<file path="src/hdl/lcfp_pkg.sv">
// Package for the length/checksum frame parser: constants, status codes, byte slots.
// No dependencies.
package lcfp_pkg;

    localparam int MAX_FRAME_BYTES = 14;
    localparam int MIN_FRAME_BYTES = 6;
    localparam int DATA_DEPTH      = 8;
    localparam int HEADER_BYTES    = 5;
    localparam int DATA_IDX_W      = $clog2(DATA_DEPTH);
    localparam int DCOUNT_W        = 4;

    localparam logic [7:0] COUNT_MAX = 8'hFF;

    // Header slot positions within a frame
    localparam logic [7:0] IDX_LENGTH    = 8'd0;
    localparam logic [7:0] IDX_AXIS_HI   = 8'd1;
    localparam logic [7:0] IDX_AXIS_LO   = 8'd2;
    localparam logic [7:0] IDX_OPCODE_HI = 8'd3;
    localparam logic [7:0] IDX_OPCODE_LO = 8'd4;

    typedef enum logic [1:0] {
        STATUS_OK       = 2'd0,
        STATUS_BAD_SIZE = 2'd1,
        STATUS_BAD_SUM  = 2'd2
    } lcfp_status_t;

endpackage

</file>
<file path="src/hdl/lcfp_byte_if.sv">
// Handshake channel for received bytes.
// Depends on nothing.
interface lcfp_byte_if;
    logic       valid;
    logic       ready;
    logic [7:0] rx_byte;
    logic       frame_end;

    modport source (output valid, output rx_byte, output frame_end, input ready);
    modport sink   (input valid, input rx_byte, input frame_end, output ready);
endinterface

</file>
<file path="src/hdl/lcfp_result_if.sv">
// Handshake channel for parsed frame results.
// Depends on nothing.
interface lcfp_result_if;
    logic        valid;
    logic        ready;
    logic [1:0]  status;
    logic [7:0]  frame_size;
    logic [11:0] axis_id;
    logic [15:0] command_code;
    logic [3:0]  data_count;
    logic [63:0] data_payload;

    modport source (output valid, output status, output frame_size, output axis_id,
                    output command_code, output data_count, output data_payload,
                    input ready);
    modport sink   (input valid, input status, input frame_size, input axis_id,
                    input command_code, input data_count, input data_payload,
                    output ready);
endinterface

</file>
<file path="src/hdl/lcfp_in_stage.sv">
// Input register stage for received byte beats.
// Depends on lcfp_byte_if.
module lcfp_in_stage
(
    input  logic        clk,
    input  logic        rst_n,
    lcfp_byte_if.sink   up,
    lcfp_byte_if.source down
);

    logic       valid_reg;
    logic [7:0] byte_reg;
    logic       end_reg;

    assign up.ready       = !valid_reg || down.ready;
    assign down.valid     = valid_reg;
    assign down.rx_byte   = byte_reg;
    assign down.frame_end = end_reg;

    always_ff @(posedge clk or negedge rst_n)
    begin
        if (!rst_n)
        begin
            valid_reg <= 1'b0;
        end
        else if (up.ready)
        begin
            valid_reg <= up.valid;
        end
    end

    always_ff @(posedge clk)
    begin
        if (up.valid && up.ready)
        begin
            byte_reg <= up.rx_byte;
            end_reg  <= up.frame_end;
        end
    end

endmodule

</file>
<file path="src/hdl/lcfp_core.sv">
// Frame state (count, sum, header, data bytes) and result evaluation on the last byte.
// Depends on lcfp_pkg, lcfp_byte_if, lcfp_result_if.
module lcfp_core
(
    input  logic          clk,
    input  logic          rst_n,
    lcfp_byte_if.sink     up,
    lcfp_result_if.source down
);

    logic [7:0]  count_reg;
    logic [7:0]  sum_reg;
    logic [7:0]  length_reg;
    logic [15:0] axis_reg;
    logic [15:0] opcode_reg;
    logic [7:0]  data_reg [lcfp_pkg::DATA_DEPTH];

    logic [7:0]  count_next;
    logic        take;
    logic        is_data;
    logic [lcfp_pkg::DATA_IDX_W-1:0] data_off;
    logic        size_bad;
    logic [7:0]  dcount_full;
    logic [lcfp_pkg::DCOUNT_W-1:0] dcount;
    logic [63:0] payload;
    lcfp_pkg::lcfp_status_t status;

    assign take       = up.valid && up.ready;
    assign up.ready   = !up.frame_end || down.ready;
    assign count_next = (count_reg == lcfp_pkg::COUNT_MAX) ? count_reg : count_reg + 8'd1;
    assign data_off   = lcfp_pkg::DATA_IDX_W'(count_reg - 8'(lcfp_pkg::HEADER_BYTES));
    assign is_data    = (count_reg >= 8'(lcfp_pkg::HEADER_BYTES)) &&
                        (count_reg < 8'(lcfp_pkg::HEADER_BYTES + lcfp_pkg::DATA_DEPTH));

    assign size_bad = (count_next < 8'(lcfp_pkg::MIN_FRAME_BYTES)) ||
                      (count_next > 8'(lcfp_pkg::MAX_FRAME_BYTES)) ||
                      (({1'b0, length_reg} + 9'd2) != {1'b0, count_next});

    assign dcount_full = count_next - 8'(lcfp_pkg::MIN_FRAME_BYTES);
    assign dcount = (dcount_full > 8'(lcfp_pkg::DATA_DEPTH)) ?
                    lcfp_pkg::DCOUNT_W'(lcfp_pkg::DATA_DEPTH) :
                    dcount_full[lcfp_pkg::DCOUNT_W-1:0];

    always_comb
    begin
        payload = '0;
        for (int i = 0; i < lcfp_pkg::DATA_DEPTH; i++)
        begin
            if (lcfp_pkg::DCOUNT_W'(i) < dcount)
            begin
                payload[63-8*i -: 8] = data_reg[i];
            end
        end
    end

    always_comb
    begin
        if (size_bad)
        begin
            status = lcfp_pkg::STATUS_BAD_SIZE;
        end
        else if (sum_reg != up.rx_byte)
        begin
            status = lcfp_pkg::STATUS_BAD_SUM;
        end
        else
        begin
            status = lcfp_pkg::STATUS_OK;
        end
    end

    assign down.valid      = up.valid && up.frame_end;
    assign down.status     = status;
    assign down.frame_size = count_next;
    assign down.axis_id    = (status == lcfp_pkg::STATUS_OK) ?
                             {axis_reg[15:8], axis_reg[7:4]} : 12'd0;
    assign down.command_code = (status == lcfp_pkg::STATUS_OK) ? opcode_reg : 16'd0;
    assign down.data_count   = (status == lcfp_pkg::STATUS_OK) ? dcount : '0;
    assign down.data_payload = (status == lcfp_pkg::STATUS_OK) ? payload : 64'd0;

    always_ff @(posedge clk or negedge rst_n)
    begin
        if (!rst_n)
        begin
            count_reg  <= '0;
            sum_reg    <= '0;
            length_reg <= '0;
            axis_reg   <= '0;
            opcode_reg <= '0;
        end
        else if (take)
        begin
            if (up.frame_end)
            begin
                count_reg  <= '0;
                sum_reg    <= '0;
                length_reg <= '0;
                axis_reg   <= '0;
                opcode_reg <= '0;
            end
            else
            begin
                count_reg <= count_next;
                sum_reg   <= sum_reg + up.rx_byte;
                unique case (count_reg)
                    lcfp_pkg::IDX_LENGTH:    length_reg       <= up.rx_byte;
                    lcfp_pkg::IDX_AXIS_HI:   axis_reg[15:8]   <= up.rx_byte;
                    lcfp_pkg::IDX_AXIS_LO:   axis_reg[7:0]    <= up.rx_byte;
                    lcfp_pkg::IDX_OPCODE_HI: opcode_reg[15:8] <= up.rx_byte;
                    lcfp_pkg::IDX_OPCODE_LO: opcode_reg[7:0]  <= up.rx_byte;
                    default: ;
                endcase
            end
        end
    end

    // data bytes need no reset; only entries written this frame are read
    always_ff @(posedge clk)
    begin
        if (take && !up.frame_end && is_data)
        begin
            data_reg[data_off] <= up.rx_byte;
        end
    end

endmodule

</file>
<file path="src/hdl/lcfp_out_stage.sv">
// Output register stage for result beats.
// Depends on lcfp_result_if.
module lcfp_out_stage
(
    input  logic          clk,
    input  logic          rst_n,
    lcfp_result_if.sink   up,
    lcfp_result_if.source down
);

    logic        valid_reg;
    logic [1:0]  status_reg;
    logic [7:0]  size_reg;
    logic [11:0] axis_reg;
    logic [15:0] code_reg;
    logic [3:0]  count_reg;
    logic [63:0] payload_reg;

    assign up.ready          = !valid_reg || down.ready;
    assign down.valid        = valid_reg;
    assign down.status       = status_reg;
    assign down.frame_size   = size_reg;
    assign down.axis_id      = axis_reg;
    assign down.command_code = code_reg;
    assign down.data_count   = count_reg;
    assign down.data_payload = payload_reg;

    always_ff @(posedge clk or negedge rst_n)
    begin
        if (!rst_n)
        begin
            valid_reg <= 1'b0;
        end
        else if (up.ready)
        begin
            valid_reg <= up.valid;
        end
    end

    always_ff @(posedge clk)
    begin
        if (up.valid && up.ready)
        begin
            status_reg  <= up.status;
            size_reg    <= up.frame_size;
            axis_reg    <= up.axis_id;
            code_reg    <= up.command_code;
            count_reg   <= up.data_count;
            payload_reg <= up.data_payload;
        end
    end

endmodule

</file>
<file path="src/hdl/length_checksum_frame_parser_unit.sv">
// A result beat is registered in the output stage once the core takes the frame_end beat from the input register.
// Throughput: one byte beat per cycle; input register, core, output register in line.
// Only the output register holding an untaken result can stall the byte channel.
// Reset (rst_n, async, active low): empty frame, both stage registers empty.
// Depends on lcfp_pkg, lcfp_byte_if, lcfp_result_if, lcfp_in_stage, lcfp_core,
// lcfp_out_stage.
module length_checksum_frame_parser_unit
(
    input  logic          clk,
    input  logic          rst_n,
    lcfp_byte_if.sink     rx,
    lcfp_result_if.source res
);

    lcfp_byte_if   byte_q ();
    lcfp_result_if res_d ();

    lcfp_in_stage u_in
    (
        .clk   (clk),
        .rst_n (rst_n),
        .up    (rx),
        .down  (byte_q)
    );

    lcfp_core u_core
    (
        .clk   (clk),
        .rst_n (rst_n),
        .up    (byte_q),
        .down  (res_d)
    );

    lcfp_out_stage u_out
    (
        .clk   (clk),
        .rst_n (rst_n),
        .up    (res_d),
        .down  (res)
    );

endmodule

</file>
<file path="src/flat_wrapper.sv">
// flat-port wrapper written by rule: the top's interface ports become plain ports
module length_checksum_frame_parser_unit_flat 
  (clk, rst_n, rx_valid, rx_rx_byte, rx_frame_end, rx_ready, res_valid, res_status, res_frame_size, res_axis_id, res_command_code, res_data_count, res_data_payload, res_ready);
  lcfp_byte_if rx_i ();
  lcfp_result_if res_i ();
  input  logic clk;
  input  logic rst_n;
  input wire logic [$bits(rx_i.valid)-1:0] rx_valid;
  input wire logic [$bits(rx_i.rx_byte)-1:0] rx_rx_byte;
  input wire logic [$bits(rx_i.frame_end)-1:0] rx_frame_end;
  output wire logic [$bits(rx_i.ready)-1:0] rx_ready;
  output wire logic [$bits(res_i.valid)-1:0] res_valid;
  output wire logic [$bits(res_i.status)-1:0] res_status;
  output wire logic [$bits(res_i.frame_size)-1:0] res_frame_size;
  output wire logic [$bits(res_i.axis_id)-1:0] res_axis_id;
  output wire logic [$bits(res_i.command_code)-1:0] res_command_code;
  output wire logic [$bits(res_i.data_count)-1:0] res_data_count;
  output wire logic [$bits(res_i.data_payload)-1:0] res_data_payload;
  input wire logic [$bits(res_i.ready)-1:0] res_ready;
  assign rx_i.valid = rx_valid;
  assign rx_i.rx_byte = rx_rx_byte;
  assign rx_i.frame_end = rx_frame_end;
  assign rx_ready = rx_i.ready;
  assign res_valid = res_i.valid;
  assign res_status = res_i.status;
  assign res_frame_size = res_i.frame_size;
  assign res_axis_id = res_i.axis_id;
  assign res_command_code = res_i.command_code;
  assign res_data_count = res_i.data_count;
  assign res_data_payload = res_i.data_payload;
  assign res_i.ready = res_ready;
  length_checksum_frame_parser_unit u_core (.clk(clk), .rst_n(rst_n), .rx(rx_i), .res(res_i));
endmodule
</file>
<file path="config.mk">
export PLATFORM = sky130hd
export DESIGN_NAME = length_checksum_frame_parser_unit_flat
export DESIGN_NICKNAME = d
export VERILOG_FILES = /design/src/hdl/lcfp_pkg.sv /design/src/hdl/lcfp_byte_if.sv /design/src/hdl/lcfp_result_if.sv /design/src/hdl/lcfp_in_stage.sv /design/src/hdl/lcfp_core.sv /design/src/hdl/lcfp_out_stage.sv /design/src/hdl/length_checksum_frame_parser_unit.sv /design/src/flat_wrapper.sv
export SDC_FILE = /design/constraint.sdc
export NUM_CORES = 1
export LEC_CHECK = 0
export BUFFER_PORTS_ARGS = -buffer_cell sky130_fd_sc_hd__buf_4
export CORE_ASPECT_RATIO = 1.75
export CORE_MARGIN = 4
export CORE_UTILIZATION = 50
export CTS_CLUSTER_DIAMETER = 40
export DETAILED_ROUTE_END_ITERATION = 10
export PLACE_DENSITY = 0.7
export SLEW_MARGIN = 20
export SYNTH_ARGS = -nofsm -noshare
export SYNTH_HDL_FRONTEND = slang
export SYNTH_HIERARCHICAL = 1
export SYNTH_SLANG_ARGS = --single-unit
</file>
<file path="constraint.sdc">
create_clock -name clk -period 4.46 [get_ports clk]
set_clock_uncertainty 0.1 [all_clocks]
set_input_delay 0 -clock clk [delete_from_list [all_inputs] [get_ports clk]]
set_output_delay 0 -clock clk [all_outputs]
set_load 0.1 [all_outputs]
</file>
=== Word level (Yosys, flattened, before mapping) ===
Memory sizes are Yosys's and may differ from the RTL's. A register that Yosys moved wholly into a read port is not among the register bits.
Cells that the tools add are included.

* Register bits after elaboration: 109
* RAM bits: 64
* Memories: 1

{| class="wikitable"
|+ Memories
! name !! depth !! bits a word !! rd ports !! clocked after Yosys merged registers in !! write ports !! line !! source
|-
| u_core.u_core.data_reg || 8 || 8 || 8 || 8 || 1 || lcfp_core.sv:16 || <nowiki>logic [7:0] data_reg [lcfp_pkg::DATA_DEPTH];</nowiki>
|}

* Add/sub/neg operators: 5
* $lt $le $gt $ge: 13
* Eq/ne operators: 7
* Mux-type cells: 16
* Reductions and logical operators: 43

{| class="wikitable"
|+ Operators with widths
! cell !! count
|-
| 8-bit two-way mux || 9
|-
| 16-bit two-way mux || 2
|-
| 2-bit AND reduction || 13
|-
| 8-bit by 2-bit == test with 1-bit output (second input constant) || 2
|-
| 8-bit by 4-bit > comparator with 1-bit output (second input constant) || 2
|-
| 3-bit by 4-bit < comparator with 1-bit output (first input constant) || 4
|-
| 1-bit zero test || 11
|-
| 2-bit nonzero test || 5
|-
| 8-bit by 2-bit adder with 9-bit output (second input constant) || 1
|-
| 9-bit by 8-bit inequality test with 1-bit output || 1
|-
| 8-bit by 1-bit adder with 8-bit output (second input constant) || 1
|-
| 8-bit adder || 1
|-
| 8-bit by 1-bit == test with 1-bit output (second input constant) || 1
|-
| 8-bit by 3-bit == test with 1-bit output (second input constant) || 1
|-
| 8-bit == test (second input constant) || 1
|-
| 8-bit by 3-bit greater-or-equal comparator with 1-bit output (second input constant) || 1
|-
| 8-bit zero test || 1
|-
| 1-bit by 4-bit < comparator with 1-bit output (first input constant) || 2
|-
| 2-bit by 4-bit < comparator with 1-bit output (first input constant) || 2
|-
| 8-bit by 3-bit < comparator with 1-bit output (second input constant) || 1
|-
| 8-bit by 4-bit < comparator with 1-bit output (second input constant) || 1
|-
| 8-bit inequality test || 1
|-
| 8-bit by 3-bit subtractor with 8-bit output (second input constant) || 1
|-
| 1-bit logical AND || 7
|-
| other kinds (6) || 12
|}

=== Depth between registers and ports, before layout ===
* Depth in word-level cells: 9
* Mapped depth: 13
* Gate-level depth less buffers: 12

=== Cells and area by module ===
The synthesis kept the hierarchy.

{| class="wikitable"
|+ By module, submodules not included
! module !! times used !! cells an instance !! area each (um^2) !! sequential area each (um^2)
|-
| lcfp_core || 1 || 500 || 5879.4 || 3223.1
|-
| lcfp_out_stage || 1 || 110 || 3236.9 || 3208.1
|-
| lcfp_in_stage || 1 || 13 || 324.1 || 295.3
|}

=== Worst setup path after synthesis ===
Ideal clock, no wire load.

* Path type: register to register
* Start point: reg u_core.u_core.count_reg[0]
* End point: reg u_core.u_out.payload_reg[10], in the netlist u_core/u_out/down.data_payload[10], read port of u_core.u_core.data_reg (data pin)
* Library setup time: 0.255 ns
* Arrival time: 2.857 ns
* Data required time: 4.105 ns
* Slack: 1.248 ns
* Cell stages (with the launch flop): 12
* Path buffers: 1
* Period minus slack after synthesis: 3.212 ns
* Cell sequence: dfrtp_1 > ha_1 > buf_2 > nand3_2 > nor2_1 > mux2i_1 > inv_1 > ha_1 > nor4_1 > a31oi_1 > a311oi_1 > and3b_1

* Longest elaborated chain between the ends: 9
* Elaborated cells on any way between the ends: 16

{| class="wikitable"
|+ Ends and longest elaborated chain
! what !! line !! source
|-
| from (decl) || lcfp_core.sv:11 || <nowiki>logic [7:0] count_reg;</nowiki>
|-
| from (signal assigned) || lcfp_core.sv:103 || <nowiki>count_reg <= count_next;</nowiki>
|-
| 8-bit by 1-bit adder with 8-bit output or 8-bit == test (tied branches) || lcfp_core.sv:30 || <nowiki>assign count_next = (count_reg == lcfp_pkg::COUNT_MAX) ? count_reg : count_reg + 8'd1;</nowiki>
|-
| 8-bit two-way mux (*) || lcfp_core.sv:30 ||
|-
| net u_core.res_d.frame_size[1] || lcfp_result_if.sv:7 || <nowiki>logic [7:0] frame_size;</nowiki>
|-
| branches (longest 5 deep; another with 8-bit by 3-bit subtractor with 8-bit output) || -- ||
|-
| 2-bit AND reduction (no line) (*) || -- ||
|-
| 1-bit zero test (no line) (*) || -- ||
|-
| to (decl) || lcfp_out_stage.sv:17 || <nowiki>logic [63:0] payload_reg;</nowiki>
|}

Mark *: on every way through the listed nets, which the timed path passes.
A chain may end at the register's enable or synchronous reset.

=== Final worst setup path ===
* Start point: reg u_core.u_core.count_reg[0]
* End point: reg u_core.u_out.payload_reg[12], in the netlist u_core/u_out/down.data_payload[12], read port of u_core.u_core.data_reg (data pin)

The elaborated chain is that of the path after synthesis.

==> summary.txt <==
Status
  – Run status: complete, but fails checks
  – Failing checks: negative hold slack

Power and ir drop
  – Leakage power: 0.004756 uW
  – Worst vdd ir: 0.3050 mV
  – Int Pwr: 3775 uW
  – Sequential Power Share: 49.3%
  – Combinational fraction of design power: 17.2%
  – Net Switching: 1500 uW
  – Switching share of power: 28.43%
  – Total power: 5275 uW
  – Clock network power share: 33.6%
  – Power Dens Cells: 459.1 mW/mm^2

CTS
  – Clock network latency to the later pin of the worst-skew pair: 0.50 ns
  – Root Driver: clkbuf_16
  – H-Tree Level Count: 1
  – CTS buffer count: 21
  – Clock sinks: 233
  – Postcts setup bufs: 0
  – CTS tree: built
  – Resize count post-CTS: 0
  – Largest buffer count on any clock path: 3
  – Worst-path clk slew: 0.07 ns

Floorplanning
  – Initial core utilization: 50.81%
  – I/O pin cnt: 121
  – Die area: 0.02123 mm^2
  – Row count: 66
  – Width of the die: 111.9 um
  – Die Ht: 189.8 um
  – Core ar.: 0.01858 mm^2

Logic synthesis
  – Synthesized Nets: 651
  – Post-synth cell types: 63
  – Warnings from Yosys: 6
  – Mapped Cells: 623
  – Syn avg cell area: 15.15 um^2
  – Area contributors post-synth: edfxtp_1 (57%), dfrtp_1 (14%), mux2_2 (4.3%)
  – Most frequent cells after synthesis: edfxtp_1 (179), dfrtp_1 (54), and3_1 (49)
  – Cell taking the most area after synthesis: edfxtp_1
  – FFs w/ async S/R, synth: 23.18%
  – Top-count cell post-synth: edfxtp_1
  – Sequential-to-total area share from yosys stat: 71.25%
  – Post-synth top flop: edfxtp_1
  – Post-synth EDFFs: 179
  – #FFs+latches synth: 233
  – Synthesized cell area: 0.009440 mm^2
  – Top-area cell type share of the netlist area: 56.94%

Cells and area
  – Fin util: 61.83%
  – N_diodes: 0
  – Layout filler cell count: 1,438
  – Layout cells sized above 1: 28.46%
  – Area delta synth->final: 21.70%
  – Fin cells: 1,025
  – Post-layout net count: 801
  – Final instance area: 0.01149 mm^2

Setup path
  – CP Max Fanout: 13
  – Slowest CP cell: dfrtp_1
  – R2r setup slk: 0.50 ns
  – Crit end category: flop
  – Max incr delay on CP: 0.58 ns
  – Worst-path cell chain: ha_1 > nand3_2 > nor2_1 > mux2i_1 > inv_1 > ha_1 > nor4_1 > a31oi_1 > a311oi_1 > buf_4 > and3b_1
  – CP arrival: 4.11 ns
  – Most used cell, CP: ha_1
  – Crit path kind: flop to flop
  – Critical Path RT: 4.61 ns
  – CP Launch Type: flop

Drt
  – Initial detailed-routing violation count: 248
  – Drt drc: 0
  – Vias post-DR: 5,602
  – Vias/cell: 5.465
  – Routed len/inst: 20.12 um
  – Detailed Route WL: 20,620 um
  – Pre-antenna DRT Iters: 5
  – Final ANT Viol Nets: 0

Place
  – Port-buffer cells: 120
  – Placed cells: 975
  – Placer congestion estimate: 0.9628
  – Final HPWL DP: 14,700 um
  – Post-DP Area: 0.01065 mm^2

STA
  – Final Slew Violations: 0
  – Fin crit period: 3.958 ns
  – Setup-failing EPs final: 0
  – Final hold violation count: 19
  – Final worst path period share: 88.75%
  – Max Fclk: 0.2526 GHz
  – RSZ-0062 raised after global routing: no
  – Slew margin rel.: 43.20%
  – Total negative setup slack: 0 ns
  – Worst Tran Pin Value: 0.8488 ns
  – Worst hold margin: -0.01684 ns

Min path
  – Hold crit path type: primary input to asynchronous set/reset pin

Global route
  – Tot GR Track Use: 19.37%
  – Met1 GRT Util: 20.59%
  – GR peak layer: met2
  – First-pass GRT wire length: 31,750 um
  – Congestion Overflow GR: 0
  – GR Util met3: 2.833%
  – Pin count of the biggest net entering global routing: 59
  – Met2 Usage GRT: 36.39%
  – Vias in the first global route: 5,742
  – Initial antenna violation count: 0

Flow run
  – Number of max-cap violations: 0
## critical path, delay by kind of cell, from the launching register on
kind | cells | cell delay [ns]
flops | 1 | 0.58
fa+ha+maj | 2 | 0.53
compound gates | 2 | 0.69
mux | 1 | 0.37
buf+inv | 2 | 0.38
simple gates | 4 | 1.06
## through the flow
stage,setup WS [ns],hold slack (ns)
floorplan,1.248,-0.3956
global placement,0.7030,-0.008219
detailed placement,0.5889,0.002057
CTS,0.5793,0.01206
global route,0.2861,0.05143
finish,0.5019,-0.01684
## worst paths after layout
path / to / start / cells after the start
setup / recovery: u_core/u_out/down.data_payload[12]$_DFFE_PP_ / u_core/u_core/count_reg[0]$_DFFE_PN0P_ / 11
hold / removal: u_core/u_core/opcode_reg[6]$_DFFE_PN0P_ / rst_n / 2
setup reg to reg: u_core/u_out/down.data_payload[12]$_DFFE_PP_ / u_core/u_core/count_reg[0]$_DFFE_PN0P_ / 11
hold reg to reg: u_core/u_core/sum_reg[0]$_DFFE_PN0P_ / u_core/u_core/sum_reg[0]$_DFFE_PN0P_ / 2
max in group asynchronous: u_core/u_core/sum_reg[7]$_DFFE_PN0P_ / rst_n / 2
min in group clk: u_core/u_in/down.frame_end$_DFFE_PP_ / rx_frame_end / 2
## repair_timing
action                                  4_1_cts  5_1_grt
hold buffers                                 13        0
endpoints found under the setup margin        0        0
hold endpoints to repair                     74        0
## per-layer routing
layer / routed length, um / up-vias
met1: 7054 / 2775
met3: 1089 / 51
met5: 0 / -
li1: - / 2620
met2: 11520 / 156
met4: 958 / 0
## layout make-up
| cell class | instances | area [um^2] | share of cell area (%) |
|---|---|---|---|
| sequential | 233 | 6726 | 58.55 |
| multi-input combinational | 358 | 2560 | 22.28 |
| timing repair buffer | 151 | 1166 | 10.15 |
| clock buffer | 28 | 623.1 | 5.424 |
| tap | 238 | 297.8 | 2.592 |
| clock inverter | 9 | 85.08 | 0.7406 |
| inverter | 8 | 30.03 | 0.2614 |
## kinds of logic (layout without fill, tap and decap cells)
family                     count (synthesis)  after routing  synth area share (%)
DFF                                      233            233                 71.25
and+or+nand+nor                          225            225                 14.23
AOI/OAI and AO/OA                         60             60                 4.374
muxes                                     40             40                 4.718
buffers and inverters                     32            196                 1.683
xor gates and xnor gates                  18             18                 1.670
adders and majority gates                 15             15                 2.068
## power by group through the flow
stage | Clock, uW | Sequential [uW] | Combinational (uW)
finish | 1770 | 2600 | 905
global route | 1910 | 2620 | 970
CTS | 1810 | 2600 | 905
detailed placement | 0 | 2650 | 892
global placement | 0 | 2640 | 876
floorplan | 0 | 2890 | 416
## placed cells by master, fill, tap and decap left out, types with 12 or more instances in the layout
| cell | netlist | routed |
|---|---|---|
| edfxtp_1 | 179 | 179 |
| nor2_1 | 29 | 29 |
| and3_1 | 49 | 49 |
| dfrtp_1 | 54 | 54 |
| a21oi_1 | 12 | 12 |
| dlygate4sd3_1 | 0 | 13 |
| mux2_2 | 36 | 36 |
| and2_1 | 31 | 31 |
| and3b_1 | 16 | 16 |
| buf_4 | 8 | 138 |
| clkbuf_16 | 0 | 22 |
| ha_1 | 14 | 14 |
| nand2_1 | 29 | 29 |
Note: power is estimated with default switching activity, not from simulation.
